## config.mk

```make
export PLATFORM = sky130hd
export DESIGN_NAME = length_prefixed_frame_receiver_top_flat
export DESIGN_NICKNAME = d
export VERILOG_FILES = /design/src/hdl/lpfr_pkg.sv /design/src/hdl/lpfr_if.sv /design/src/hdl/lpfr_in_reg.sv /design/src/hdl/lpfr_core.sv /design/src/hdl/lpfr_out_reg.sv /design/src/hdl/length_prefixed_frame_receiver_top.sv /design/src/flat_wrapper.sv
export SDC_FILE = /design/constraint.sdc
export NUM_CORES = 1
export LEC_CHECK = 0
export ABC_AREA = 1
export BUFFER_PORTS_ARGS = -buffer_cell sky130_fd_sc_hd__clkbuf_2
export CAP_MARGIN = 20
export CELL_PAD_IN_SITES_DETAIL_PLACEMENT = 0
export CELL_PAD_IN_SITES_GLOBAL_PLACEMENT = 2
export CORE_AREA = 2 2 170 172
export CTS_CLUSTER_SIZE = 40
export DETAILED_ROUTE_END_ITERATION = 10
export DIE_AREA = 0 0 172 174
export GPL_TIMING_DRIVEN = 1
export PLACE_DENSITY = 0.82
export SLEW_MARGIN = 15
export SYNTH_ARGS = -nofsm -noshare
export SYNTH_HDL_FRONTEND = slang
export SYNTH_SLANG_ARGS = --single-unit
```

## constraint.sdc

```tcl
create_clock -name i_clk -period 5.9 [get_ports i_clk]
set_input_delay 0.59 -clock i_clk [delete_from_list [all_inputs] [get_ports i_clk]]
set_output_delay 0.59 -clock i_clk [all_outputs]
set_load 0.005 [all_outputs]
```

## src/hdl/lpfr_pkg.sv

```systemverilog
package lpfr_pkg;

    localparam logic [7:0] DELIM = 8'h7E;
    localparam logic [15:0] MAX_PAYLOAD_RESET = 16'd1024;

    localparam logic [1:0] CMD_ARM  = 2'd0;
    localparam logic [1:0] CMD_BYTE = 2'd1;
    localparam logic [1:0] CMD_TICK = 2'd2;

    localparam logic [2:0] ST_BYTE    = 3'd0;
    localparam logic [2:0] ST_DONE    = 3'd1;
    localparam logic [2:0] ST_DROP    = 3'd2;
    localparam logic [2:0] ST_TIMEOUT = 3'd3;
    localparam logic [2:0] ST_SMALL   = 3'd4;

    typedef enum logic [5:0] {
        PH_IDLE     = 6'b000001,
        PH_HUNT     = 6'b000010,
        PH_LEN_HI   = 6'b000100,
        PH_LEN_LO   = 6'b001000,
        PH_PAYLOAD  = 6'b010000,
        PH_WAIT_END = 6'b100000
    } t_phase;

    typedef struct packed {
        logic [1:0]  cmd;
        logic [7:0]  rx_byte;
        logic [31:0] arm_timeout;
        logic [15:0] arm_capacity;
    } t_in_word;

    typedef struct packed {
        logic [2:0]  status;
        logic [7:0]  payload_byte;
        logic [15:0] byte_index;
        logic [15:0] frame_length;
    } t_out_word;

    typedef struct packed {
        logic      valid;
        t_out_word word;
    } t_res;

endpackage

```

## src/hdl/lpfr_if.sv

```systemverilog
interface lpfr_in_if;
    logic        valid;
    logic        ready;
    logic [1:0]  cmd;
    logic [7:0]  rx_byte;
    logic [31:0] arm_timeout;
    logic [15:0] arm_capacity;

    modport source (output valid, cmd, rx_byte, arm_timeout, arm_capacity, input ready);
    modport sink (input valid, cmd, rx_byte, arm_timeout, arm_capacity, output ready);
endinterface

interface lpfr_out_if;
    logic        valid;
    logic        ready;
    logic [2:0]  status;
    logic [7:0]  payload_byte;
    logic [15:0] byte_index;
    logic [15:0] frame_length;

    modport source (output valid, status, payload_byte, byte_index, frame_length, input ready);
    modport sink (input valid, status, payload_byte, byte_index, frame_length, output ready);
endinterface

```

## src/hdl/lpfr_in_reg.sv

```systemverilog
module lpfr_in_reg (
    input  logic              i_clk,
    input  logic              i_rst_n,
    lpfr_in_if.sink           i_rx,
    input  logic              i_take,
    output logic              o_valid,
    output lpfr_pkg::t_in_word o_word
);
    import lpfr_pkg::*;

    logic     r_valid;
    t_in_word r_word;

    assign i_rx.ready = !r_valid || i_take;
    assign o_valid    = r_valid;
    assign o_word     = r_word;

    always_ff @(posedge i_clk) begin
        if (!i_rst_n) begin
            r_valid <= 1'b0;
        end else if (i_rx.ready) begin
            r_valid <= i_rx.valid;
        end
    end

    // hold the word until the core takes it
    always_ff @(posedge i_clk) begin
        if (i_rx.ready && i_rx.valid) begin
            r_word.cmd          <= i_rx.cmd;
            r_word.rx_byte      <= i_rx.rx_byte;
            r_word.arm_timeout  <= i_rx.arm_timeout;
            r_word.arm_capacity <= i_rx.arm_capacity;
        end
    end
endmodule

```

## src/hdl/lpfr_core.sv

```systemverilog
module lpfr_core (
    input  logic               i_clk,
    input  logic               i_rst_n,
    input  logic               i_cfg_we,
    input  logic [15:0]        i_cfg_data,
    input  logic               i_take,
    input  lpfr_pkg::t_in_word i_word,
    output lpfr_pkg::t_res     o_res
);
    import lpfr_pkg::*;

    logic [15:0] r_max_payload;
    t_phase      r_phase, n_phase;
    logic [15:0] r_length, n_length;
    logic [15:0] r_count, n_count;
    logic [31:0] r_ticks, n_ticks;
    logic [15:0] r_capacity, n_capacity;

    logic [15:0] len_full;
    logic [15:0] count_inc;
    logic [31:0] ticks_dec;

    assign len_full  = {r_length[15:8], i_word.rx_byte};
    assign count_inc = r_count + 16'd1;
    assign ticks_dec = (r_ticks != 32'd0) ? (r_ticks - 32'd1) : 32'd0;

    always_comb begin
        n_phase    = r_phase;
        n_length   = r_length;
        n_count    = r_count;
        n_ticks    = r_ticks;
        n_capacity = r_capacity;
        o_res      = '0;

        if (i_word.cmd == CMD_ARM) begin
            n_ticks    = i_word.arm_timeout;
            n_capacity = i_word.arm_capacity;
            n_length   = '0;
            n_count    = '0;
            if (i_word.arm_timeout == 32'd0) begin
                n_phase             = PH_IDLE;
                o_res.valid         = 1'b1;
                o_res.word.status   = ST_TIMEOUT;
            end else begin
                n_phase = PH_HUNT;
            end
        end else if (r_phase != PH_IDLE && i_word.cmd == CMD_BYTE) begin
            unique case (r_phase)
                PH_HUNT: begin
                    if (i_word.rx_byte == DELIM) begin
                        n_phase = PH_LEN_HI;
                    end
                end
                PH_LEN_HI: begin
                    n_length = {i_word.rx_byte, 8'd0};
                    n_phase  = PH_LEN_LO;
                end
                PH_LEN_LO: begin
                    n_length = len_full;
                    if (len_full == 16'd0 || len_full > r_max_payload) begin
                        n_phase = PH_HUNT;
                    end else if (len_full > r_capacity) begin
                        n_phase                 = PH_IDLE;
                        o_res.valid             = 1'b1;
                        o_res.word.status       = ST_SMALL;
                        o_res.word.frame_length = len_full;
                    end else begin
                        n_count = '0;
                        n_phase = PH_PAYLOAD;
                    end
                end
                PH_PAYLOAD: begin
                    n_count = count_inc;
                    if (count_inc >= r_length) begin
                        n_phase = PH_WAIT_END;
                    end
                    o_res.valid             = 1'b1;
                    o_res.word.status       = ST_BYTE;
                    o_res.word.payload_byte = i_word.rx_byte;
                    o_res.word.byte_index   = r_count;
                end
                PH_WAIT_END: begin
                    o_res.valid = 1'b1;
                    if (i_word.rx_byte == DELIM) begin
                        n_phase                 = PH_IDLE;
                        o_res.word.status       = ST_DONE;
                        o_res.word.frame_length = r_length;
                    end else begin
                        n_phase           = PH_HUNT;
                        o_res.word.status = ST_DROP;
                    end
                end
                default: begin
                    n_phase = r_phase;
                end
            endcase
        end else if (r_phase != PH_IDLE && i_word.cmd == CMD_TICK) begin
            n_ticks = ticks_dec;
            if (ticks_dec == 32'd0) begin
                n_phase           = PH_IDLE;
                o_res.valid       = 1'b1;
                o_res.word.status = ST_TIMEOUT;
            end
        end

        if (!i_take) begin
            o_res.valid = 1'b0;
        end
    end

    always_ff @(posedge i_clk) begin
        if (!i_rst_n) begin
            r_max_payload <= MAX_PAYLOAD_RESET;
            r_phase       <= PH_IDLE;
            r_length      <= '0;
            r_count       <= '0;
            r_ticks       <= '0;
            r_capacity    <= '0;
        end else begin
            if (i_cfg_we) begin
                r_max_payload <= i_cfg_data;
            end
            if (i_take) begin
                r_phase    <= n_phase;
                r_length   <= n_length;
                r_count    <= n_count;
                r_ticks    <= n_ticks;
                r_capacity <= n_capacity;
            end
        end
    end
endmodule

```

## src/hdl/lpfr_out_reg.sv

```systemverilog
module lpfr_out_reg (
    input  logic           i_clk,
    input  logic           i_rst_n,
    input  lpfr_pkg::t_res i_res,
    output logic           o_up_ready,
    lpfr_out_if.source     o_res
);
    import lpfr_pkg::*;

    logic      r_valid;
    t_out_word r_word;

    assign o_up_ready         = !r_valid || o_res.ready;
    assign o_res.valid        = r_valid;
    assign o_res.status       = r_word.status;
    assign o_res.payload_byte = r_word.payload_byte;
    assign o_res.byte_index   = r_word.byte_index;
    assign o_res.frame_length = r_word.frame_length;

    always_ff @(posedge i_clk) begin
        if (!i_rst_n) begin
            r_valid <= 1'b0;
        end else if (o_up_ready) begin
            r_valid <= i_res.valid;
        end
    end

    always_ff @(posedge i_clk) begin
        if (o_up_ready && i_res.valid) begin
            r_word <= i_res.word;
        end
    end
endmodule

```

## src/hdl/length_prefixed_frame_receiver_top.sv

```systemverilog
// Length-prefixed frame receiver: takes one word per cycle (arm, received byte or
// millisecond tick) and gives at most one result word per input word, registered
// when the core takes the input word. Sustained rate is one word
// per clock, set by the combinational parser step between the input and result
// registers. When the result side stalls, the input stalls once the result register
// and the input register both hold a word. Results are streamed payload bytes with
// their index, then frame complete, frame dropped, timeout or buffer too small.
// Write max_payload only while no word is in flight.
module length_prefixed_frame_receiver_top (
    input  logic        i_clk,
    input  logic        i_rst_n,
    input  logic        i_cfg_we,
    input  logic [15:0] i_cfg_data,
    lpfr_in_if.sink     i_rx,
    lpfr_out_if.source  o_res
);
    import lpfr_pkg::*;

    logic     in_valid;
    t_in_word in_word;
    logic     up_ready;
    logic     take;
    t_res     res;

    assign take = in_valid && up_ready;

    lpfr_in_reg u_in_reg (
        .i_clk   (i_clk),
        .i_rst_n (i_rst_n),
        .i_rx    (i_rx),
        .i_take  (take),
        .o_valid (in_valid),
        .o_word  (in_word)
    );

    lpfr_core u_core (
        .i_clk      (i_clk),
        .i_rst_n    (i_rst_n),
        .i_cfg_we   (i_cfg_we),
        .i_cfg_data (i_cfg_data),
        .i_take     (take),
        .i_word     (in_word),
        .o_res      (res)
    );

    lpfr_out_reg u_out_reg (
        .i_clk      (i_clk),
        .i_rst_n    (i_rst_n),
        .i_res      (res),
        .o_up_ready (up_ready),
        .o_res      (o_res)
    );
endmodule
```

## src/flat_wrapper.sv

```systemverilog
// flat-port wrapper written by rule: the top's interface ports become plain ports
module length_prefixed_frame_receiver_top_flat import lpfr_pkg::*;
  (i_clk, i_rst_n, i_cfg_we, i_cfg_data, i_rx_valid, i_rx_cmd, i_rx_rx_byte, i_rx_arm_timeout, i_rx_arm_capacity, i_rx_ready, o_res_valid, o_res_status, o_res_payload_byte, o_res_byte_index, o_res_frame_length, o_res_ready);
  lpfr_in_if i_rx_i ();
  lpfr_out_if o_res_i ();
  input  logic i_clk;
  input  logic i_rst_n;
  input  logic i_cfg_we;
  input  logic [15:0] i_cfg_data;
  input wire logic [$bits(i_rx_i.valid)-1:0] i_rx_valid;
  input wire logic [$bits(i_rx_i.cmd)-1:0] i_rx_cmd;
  input wire logic [$bits(i_rx_i.rx_byte)-1:0] i_rx_rx_byte;
  input wire logic [$bits(i_rx_i.arm_timeout)-1:0] i_rx_arm_timeout;
  input wire logic [$bits(i_rx_i.arm_capacity)-1:0] i_rx_arm_capacity;
  output wire logic [$bits(i_rx_i.ready)-1:0] i_rx_ready;
  output wire logic [$bits(o_res_i.valid)-1:0] o_res_valid;
  output wire logic [$bits(o_res_i.status)-1:0] o_res_status;
  output wire logic [$bits(o_res_i.payload_byte)-1:0] o_res_payload_byte;
  output wire logic [$bits(o_res_i.byte_index)-1:0] o_res_byte_index;
  output wire logic [$bits(o_res_i.frame_length)-1:0] o_res_frame_length;
  input wire logic [$bits(o_res_i.ready)-1:0] o_res_ready;
  assign i_rx_i.valid = i_rx_valid;
  assign i_rx_i.cmd = i_rx_cmd;
  assign i_rx_i.rx_byte = i_rx_rx_byte;
  assign i_rx_i.arm_timeout = i_rx_arm_timeout;
  assign i_rx_i.arm_capacity = i_rx_arm_capacity;
  assign i_rx_ready = i_rx_i.ready;
  assign o_res_valid = o_res_i.valid;
  assign o_res_status = o_res_i.status;
  assign o_res_payload_byte = o_res_i.payload_byte;
  assign o_res_byte_index = o_res_i.byte_index;
  assign o_res_frame_length = o_res_i.frame_length;
  assign o_res_i.ready = o_res_ready;
  length_prefixed_frame_receiver_top u_core (.i_clk(i_clk), .i_rst_n(i_rst_n), .i_cfg_we(i_cfg_we), .i_cfg_data(i_cfg_data), .i_rx(i_rx_i), .o_res(o_res_i));
endmodule
```

==> qor.tcl, run 1 <==
set qor(placement.io_buffers) 123
set qor(num_vias) 8970
set qor(postSynth.asyncResetShare_pct) 0
set qor(startpoint_of_the_tightest_hold_check_path) {i_rx_arm_timeout[21]}
set qor(fillCellCount) 2938
set qor(drv.max_cap_violation_count) 0
set qor(gp_congestion) 0.840
set qor(grt_pass1_vias) 8410
set qor(reg2reg_slack_ns) 2.27
set qor(wl_mm) 29.1
set qor(grt_setup_unrepaired) {no}
set qor(route.detailed.wl_per_inst_um) 16.2
set qor(multiInputGateArea_sq_um) 4560
set qor(cts.htree.levels) 1
set qor(grt_pass1_wl_mm) 46.2
set qor(post_cts_hold_buffers) 0
set qor(synth_compound_area_share_pct) 12.6
set qor(ys_types) 36
set qor(synthCells) 1279
set qor(clock_latency_ns) 0.53
set qor(maxSlewHeadroom_pct) 24.5
set qor(holdCritPathClass) {primary input to register}
set qor(largest_fanout_on_the_critical_path) 12
set qor(fin_area_sq_um) 12300
set qor(place_hpwl_mm) 20.9
set qor(critical_path_class) {register to register}
set qor(design.core.area_sq_um) 28200
set qor(cell_occurring_most_often_along_the_worst_timing_path) {sky130_fd_sc_hd__nand2_1}
set qor(critical_path_arrival_ns) 4.04
set qor(antenna_cells_inserted) 0
set qor(die-width_um) 172
set qor(finish.utilization_pct) 43.4
set qor(count_of_instances_resized_after_the_clock_tree_is_built) 0
set qor(cts_tree) {built}
set qor(setup_total_negative_slack_ns) 0
set qor(combinational_family_with_the_most_area_after_synthesis) {simple AND/OR/NAND/NOR gates}
set qor(yosysWarningCount) 0
set qor(relative_area_change_from_synthesis_to_final_layout_pct) 16.8
set qor(pin_count) 124
set qor(worstPathCellList) {ha_1, nand3_1, nor2_1, nand2_1, nor3_1, nand2_1, nor2_1, nand2_1, nor2_1, xor2_1, ha_1, nand2_1, inv_1, nand3_1, nor3_1, nand2_1, a21oi_1, nand3_1, nand2_1, nor2_1}
set qor(number_of_buffers_created_by_cts) 24
set qor(critical_path.slowest_cell) {sky130_fd_sc_hd__a21oi_1}
set qor(setup_viol) 0
set qor(start_kind) {register}
set qor(groute.usage.overall_pct) 19.5
set qor(drcViolationCount) 0
set qor(finalWorstPathRequiredPeriod_ns) 3.63
set qor(worst_path_largest_cell_delay_ns) 0.69
set qor(flops_latches_synth) 205
set qor(cts.repair_timing.setup_buffer_count) 0
set qor(synth-simple-area-share_pct) 23.3
set qor(syn_area_sq_um) 10500
set qor(hold-path-cell-count) 1
set qor(final_nets) 1518
set qor(timing.final.max_slew_violations) 0
set qor(r2r_end) {u_core.u_core.r_phase[3]}
set qor(timing.critical_path.from) {u_core.u_core.r_count[1]}
set qor(cts.reportedPaths.clkPinSlew_ns) 0.07
set qor(cellLeakagePower_nw) 5.16
set qor(first_iter_violations) 709
set qor(hold-path-endpoint) {u_core.u_in_reg.o_word[37]}
set qor(placed_area_sq_um) 11500
set qor(synthAdderAreaFrac_pct) 5.96
set qor(synth.mux.area_fraction_pct) 0
set qor(start_util_pct) 37.2
set qor(die_area_sq_um) 29900
set qor(synth-edff-count) 101
set qor(global_route.overflow_total) 0
set qor(worst_clock_skew_ns) 0.0129
set qor(drt-vias-per-instance) 5.01
set qor(vdd_drop_max_mv) 0.199
set qor(drtPass1Iterations) 5
set qor(synth-xor-area-share_pct) 1.59
set qor(part_of_the_cycle_the_worst_path_needs_pct) 61.4
set qor(postSynthNetCount) 1408
set qor(clock_tree.root_cell) {sky130_fd_sc_hd__clkbuf_16}
set qor(cts_num_sinks) 205
set qor(run_status) {completed}
set qor(powerDensity_nw_per_um2) 296
set qor(num_rows) 62
set qor(cts_buffer_depth) 3
set qor(max_freq_mhz) 276
set qor(crit-reg2reg-launch) {u_core.u_core.r_count[1]}
set qor(post_route_cells_drive_above_1_share_pct) 13.7
set qor(required_ns) 6.32
set qor(max_slew.worst_pin.slew_ns) 1.13
set qor(detail-route-antenna-nets) 0
set qor(reg_area_sq_um) 5110
set qor(r2r_cells) 20
set qor(worstSetupEndpointType) {register}
set qor(hold_viol_final) 0
set qor(yosysSeqAreaShare_pct) 48.7
set qor(grt_start_max_net_pins) 71
set qor(synth_area_per_cell_sq_um) 8.20
set qor(die_y_um) 174
set qor(antenna_found_initial) 0
set qor(ys.flop_type) {sky130_fd_sc_hd__dfxtp_1}
cell usage after synthesis, types with 2 or more instances:
library cell               instances  area, sq um
sky130_fd_sc_hd__o21ai_0          79          395
sky130_fd_sc_hd__nand3b_1          2         15.0
sky130_fd_sc_hd__ha_1             50          626
sky130_fd_sc_hd__or2_2             2         12.5
sky130_fd_sc_hd__o21a_1            3         22.5
sky130_fd_sc_hd__dfxtp_1         104         2080
sky130_fd_sc_hd__buf_1             2         7.51
sky130_fd_sc_hd__clkbuf_1         37          139
sky130_fd_sc_hd__nor3_1           15         75.1
sky130_fd_sc_hd__o21bai_1          3         22.5
sky130_fd_sc_hd__inv_1           157          589
sky130_fd_sc_hd__nor4_1           15         93.8
sky130_fd_sc_hd__nand2_4           2         22.5
sky130_fd_sc_hd__nor2_2            4         25.0
sky130_fd_sc_hd__o211ai_1          2         15.0
sky130_fd_sc_hd__nand2_2           4         25.0
sky130_fd_sc_hd__a211oi_1         14          105
sky130_fd_sc_hd__xor2_1           16          140
sky130_fd_sc_hd__xnor2_1           3         26.3
sky130_fd_sc_hd__nor2_4            4         45.0
sky130_fd_sc_hd__buf_2             6         30.0
sky130_fd_sc_hd__edfxtp_1        101         3030
sky130_fd_sc_hd__nand4_1          53          332
sky130_fd_sc_hd__nand2_1         242          908
sky130_fd_sc_hd__nand3_1          79          395
sky130_fd_sc_hd__buf_6             3         33.8
sky130_fd_sc_hd__nor2_1          127          477
sky130_fd_sc_hd__clkinv_1          6         22.5
sky130_fd_sc_hd__a31oi_1          37          231
sky130_fd_sc_hd__a21oi_1         101          505
kinds of logic after synthesis:
kind of cell,after synthesis
AOI/OAI and AO/OA,242
xor gates and xnor gates,19
adders and majority gates,50
buffers and inverters,212
DFF,205
and+or+nand+nor,551
critical path, delay by kind of cell (launching register included):
kind,cells,cell delay (ns)
and+or+nand+nor,15,1.78
AOI/OAI and AO/OA,1,0.69
adders and majority gates,2,0.48
DFF,1,0.38
xor gates and xnor gates,1,0.11
buffers and inverters,1,0.06
through the flow:
step	instances	hold WS (ns)	worst slack, ns	power [mW]
floorplan	1279	0.433	2.73	2.00
global placement	1746	0.451	2.20	2.17
detailed placement	1746	0.457	2.25	2.17
CTS	1790	0.221	2.20	3.67
global route	1791	0.221	1.83	3.82
finish	1791	0.237	2.27	3.63
worst max-delay path by stage:
| stage | endpoint | slack (ns) |
|---|---|---|
| 5_1_grt | u_core.u_core.r_phase[5] | 1.83 |
| 3_3_place_gp | u_core.u_core.r_phase[4] | 2.20 |
| 4_1_cts | u_core.u_core.r_phase[3] | 2.20 |
| 3_5_place_dp | u_core.u_core.r_phase[0] | 2.25 |
| 6_report | u_core.u_core.r_phase[3] | 2.27 |
| 2_1_floorplan | u_core.u_out_reg.o_res.byte_index[0] | 2.73 |
flip-flops by register name, indices dropped and copies added, names as in the netlist, 8 cells and up:
name,flops
u_core.u_out_reg.o_res.payload_byte,8
u_core.u_out_reg.o_res.byte_index,16
u_core.u_core.r_ticks,32
u_core.u_core.r_capacity,16
u_core.u_core.r_count,16
u_core.u_core.r_max_payload,16
u_core.u_core.r_length,16
u_core.u_in_reg.o_word,58
u_core.u_out_reg.o_res.frame_length,16
power by group:
part	internal (mW)	leakage, nW	switching (mW)	total [mW]
Combinational	0.179	2.98	0.380	0.559
Clock	0.881	0.396	0.608	1.49
Sequential	1.54	1.79	0.0386	1.58
Total	2.60	5.16	1.03	3.63
final cells by class:
class | count | area share (%)
sequential | 205 | 41.7
multi-input combinational | 862 | 37.2
clock buffer | 33 | 5.76
timing repair buffer | 132 | 5.57
inverter | 164 | 5.03
tap | 384 | 3.92
clock inverter | 11 | 0.755
cell usage in the layout, fill, tap and decap left out, drive strengths merged, types with 9 or more instances in the layout:
cell type  synthesis  routed
a31oi             37      37
ha                50      50
nor2             135     135
a21oi            102     102
edfxtp           101     101
clkinv             7      15
inv              157     158
dfxtp            104     104
buf               11       9
nor3              15      15
clkbuf            37     156
nand4             53      53
xor2              16      16
a211oi            14      14
o21ai             80      80
nand3             79      79
nor4              15      15
nand2            248     248
routing by layer:
layer | wire [um] | vias up | GRT usage (%)
li1 | - | 4581 | -
met4 | 425 | 0 | 4.03
met5 | 0 | - | 0
met1 | 14800 | 4101 | 30.6
met3 | 1870 | 30 | 3.21
met2 | 12000 | 258 | 28.0
(Power assumes the default switching activity.)
==> run 2, diff against run 1 <==
Settings changed: CORE_AREA 2 2 170 172 to 2 2 177 179, DIE_AREA 0 0 172 174 to 0 0 179 181, PLACE_DENSITY 0.82 to 0.76.
Clock period 5.9 ns to 3.8 ns, I/O delays scaled along.
==> run 2 against run 1 <==
Maximum frequency increased by 16%. Critical endpoint is now u_core.u_core.r_phase[2]. Die area increased by 8.3%. Sequential share of layout area is 0.73 points lower. Via count fell by 0.90%. Hold slack worse by 0.22 ns. Setup slack worse by 1.6 ns. Routed wire length grew 1.3%. Clock-buffer cell count up 1. Highest routed layer unchanged. Clock power up 60%.
==> qor.tcl, run 2 (synthesized netlist as in run 1, its figures left out) <==
set qor(number_of_flip_flops_under_the_largest_register_name) 58 ;# unchanged
set qor(pwr-share-clk_pct) 41.7 ;# +0.7 points
set qor(p_sw_mw) 1.58 ;# +54%
set qor(die_y_um) 181 ;# +4.0%
set qor(final_nets) 1536 ;# +1.2%
set qor(power_switching_share_pct) 27.6 ;# -0.68 points
set qor(clock_tree.root_cell) {sky130_fd_sc_hd__clkbuf_16}
set qor(setup_total_negative_slack_ns) 0 ;# unchanged
set qor(grt_setup_unrepaired) {no}
set qor(clock_latency_ns) 0.54 ;# about the same
set qor(design.core.area_sq_um) 30300 ;# +7.5%
set qor(relative_area_change_from_synthesis_to_final_layout_pct) 18.9
set qor(layout_commonest_cell) {sky130_fd_sc_hd__nand2_1}
set qor(die-width_um) 179 ;# +4.1%
set qor(critical_path_class) {register to register}
set qor(worstPathCellList) {nand3_1, nor3_1, nand3_1, nor2_1, nand3_1, nor2_1, xor2_1, inv_1, ha_1, nand2_1, o21ai_0, nand3_1, nand2_1, a21oi_1, a21oi_1, buf_4, nand3_1, nand2_1, nor2_1}
set qor(critical_path_arrival_ns) 3.54 ;# -0.50 ns
set qor(sequentialPowerShare_pct) 43.0 ;# -0.6 points
set qor(grt_pass1_vias) 8376 ;# -0.40%
set qor(grt_start_max_net_pins) 65 ;# -8.5%
set qor(commonest_non_fill_non_tap_cells_in_the_layout) {sky130_fd_sc_hd__nand2_1, sky130_fd_sc_hd__inv_1, sky130_fd_sc_hd__nor2_1}
set qor(drv.max_cap_violation_count) 0 ;# unchanged
set qor(drcViolationCount) 0 ;# unchanged
set qor(max_slew.worst_pin.slew_ns) 0.955 ;# -0.170 ns
set qor(required_ns) 4.22 ;# -2.10 ns
set qor(global_route.overflow_total) 0 ;# unchanged
set qor(gp_congestion) 0.839 ;# -0.15%
set qor(hold_viol_final) 0 ;# unchanged
set qor(detail-route-antenna-nets) 0 ;# unchanged
set qor(post_route_cells_drive_above_1_share_pct) 13.8 ;# +0.037 points
set qor(cts_num_sinks) 205 ;# unchanged
set qor(maxSlewHeadroom_pct) 35.9 ;# +11 points
set qor(start_util_pct) 34.6 ;# -2.6 points
set qor(start_kind) {register}
set qor(comb_power_share_pct) 15.3 ;# about the same
set qor(cellLeakagePower_nw) 5.23 ;# +1.3%
set qor(finalWorstPathRequiredPeriod_ns) 3.12 ;# -0.503 ns
set qor(cts.reportedPaths.clkPinSlew_ns) 0.06 ;# about the same
set qor(antenna_found_initial) 0 ;# unchanged
set qor(num_rows) 64 ;# +3.2%
set qor(antenna_cells_inserted) 0 ;# unchanged
set qor(vdd_drop_max_mv) 0.347 ;# +75%
set qor(run_status) {completed}
set qor(critical_path.slowest_cell) {sky130_fd_sc_hd__dfxtp_1}
set qor(timing.final.max_slew_violations) 0 ;# unchanged
set qor(cts.htree.levels) 1 ;# unchanged
set qor(setup_viol) 0 ;# unchanged
set qor(first_iter_violations) 547 ;# -23%
set qor(largest_fanout_on_the_critical_path) 12 ;# unchanged
set qor(powerDensity_nw_per_um2) 458 ;# +55%
set qor(part_of_the_cycle_the_worst_path_needs_pct) 82.2 ;# +21 points
set qor(cts.repair_timing.setup_buffer_count) 0 ;# unchanged
set qor(internal_power_mw) 4.14 ;# +59%
set qor(cts_tree) {built}
set qor(num_vias) 8889 ;# -0.90%
set qor(multiInputGateArea_sq_um) 4570 ;# about the same
set qor(cts_buffer_depth) 3 ;# unchanged
set qor(groute.usage.overall_pct) 18.2 ;# -1.3 points
set qor(holdCritPathClass) {primary input to register}
set qor(cell_occurring_most_often_along_the_worst_timing_path) {sky130_fd_sc_hd__nand3_1}
set qor(route.detailed.wl_per_inst_um) 16.2 ;# -0.40%
set qor(number_of_buffers_created_by_cts) 24 ;# unchanged
set qor(worst_path_largest_cell_delay_ns) 0.40 ;# -0.29 ns
set qor(drt-vias-per-instance) 4.88 ;# -2.5%
set qor(max_freq_mhz) 320 ;# +16%
set qor(design_power_total_mw) 5.72 ;# +57%
set qor(grt_pass1_wl_mm) 46.5 ;# +0.67%
set qor(drtPass1Iterations) 5 ;# unchanged
set qor(place_hpwl_mm) 21.3 ;# +2.2%
set qor(wl_mm) 29.5 ;# +1.3%
set qor(reg_area_sq_um) 5110 ;# unchanged
set qor(placement.io_buffers) 123 ;# unchanged
set qor(worst_clock_skew_ns) 0.0195 ;# +0.00656 ns
set qor(die_area_sq_um) 32400 ;# +8.3%
set qor(fillCellCount) 3132 ;# +6.6%
set qor(pin_count) 124 ;# unchanged
set qor(worstSetupEndpointType) {register}
[run 2: changes by cell type in the layout (fill, tap and decap cells not counted), moves of 2 or more]
cell | before | now
sky130_fd_sc_hd__bufinv_16 | 1 | 3
sky130_fd_sc_hd__clkinv_2 | 6 | 2
sky130_fd_sc_hd__clkinv_4 | 2 | 0
sky130_fd_sc_hd__dlygate4sd3_1 | 0 | 12
sky130_fd_sc_hd__buf_4 | 9 | 14
sky130_fd_sc_hd__clkbuf_1 | 3 | 6
sky130_fd_sc_hd__clkinv_1 | 7 | 9
[run 2: critical path: cells and delay by family (launching register included)]
kind                     cells  cell delay, ns
flip-flops                   1            0.40
adder cells (fa/ha/maj)      1            0.30
buffers and inverters        2            0.29
AND/OR/NAND/NOR             12            1.48
XOR/XNOR                     1            0.15
AO/OA/AOI/OAI                3            0.36
[run 2: repair_timing]
action,CTS,global route
endpoints found under the setup margin,0,0
endpoints found under the hold margin,4,8
resized for setup,0,0
hold buffers,4,8
[run 2: per-layer routing]
metal	up-vias	wire (um)	GRT usage (%)
met5	-	0	0
met4	0	455	3.84
met3	31	1490	2.63
met2	203	12100	26.1
met1	4034	15500	28.6
li1	4621	-	-
[run 2: cell type report]
class | count | share of cell area, %
Tap cell | 396 | 3.97
Clock inverter | 10 | 1.14
Clock buffer | 34 | 5.44
Inverter | 164 | 4.94
Sequential cell | 205 | 41.0
Timing Repair Buffer | 150 | 6.90
Multi-Input combinational cell | 862 | 36.6
[run 2: stage by stage]
step	setup slack (ns)	hold slack [ns]	instance area [sq um]	cells	utilization, %
floorplan	0.633	0.433	10500	1279	-
CTS	0.652	0.00137	12400	1813	40.8
global placement	0.752	0.452	11500	1765	38.0
finish	0.678	0.0191	12500	1821	41.1
global route	0.316	-0.00268	12500	1821	41.1
detailed placement	0.689	0.455	11500	1765	38.0
[run 2: power by group through the flow]
stage	combinational (mW)	clock [mW]	sequential [mW]
CTS	0.874	2.44	2.46
finish	0.875	2.38	2.46
floorplan	0.621	0	2.48
global route	1.00	2.55	2.47
global placement	0.871	0	2.51
detailed placement	0.867	0	2.51
[run 2: final timing paths]
path | to | slack (ns) | startpoint | depth (start not counted)
worst max register to register | u_core.u_core.r_phase[2] | 0.68 | u_core.u_core.r_count[2] | 19
worst max-delay path | u_core.u_core.r_phase[2] | 0.68 | u_core.u_core.r_count[2] | 19
worst min register to register | u_core.u_core.r_max_payload[12] | 0.46 | u_core.u_core.r_max_payload[12] | 2
worst min-delay path | u_core.u_in_reg.o_word[49] | 0.02 | i_rx_rx_byte[1] | 1
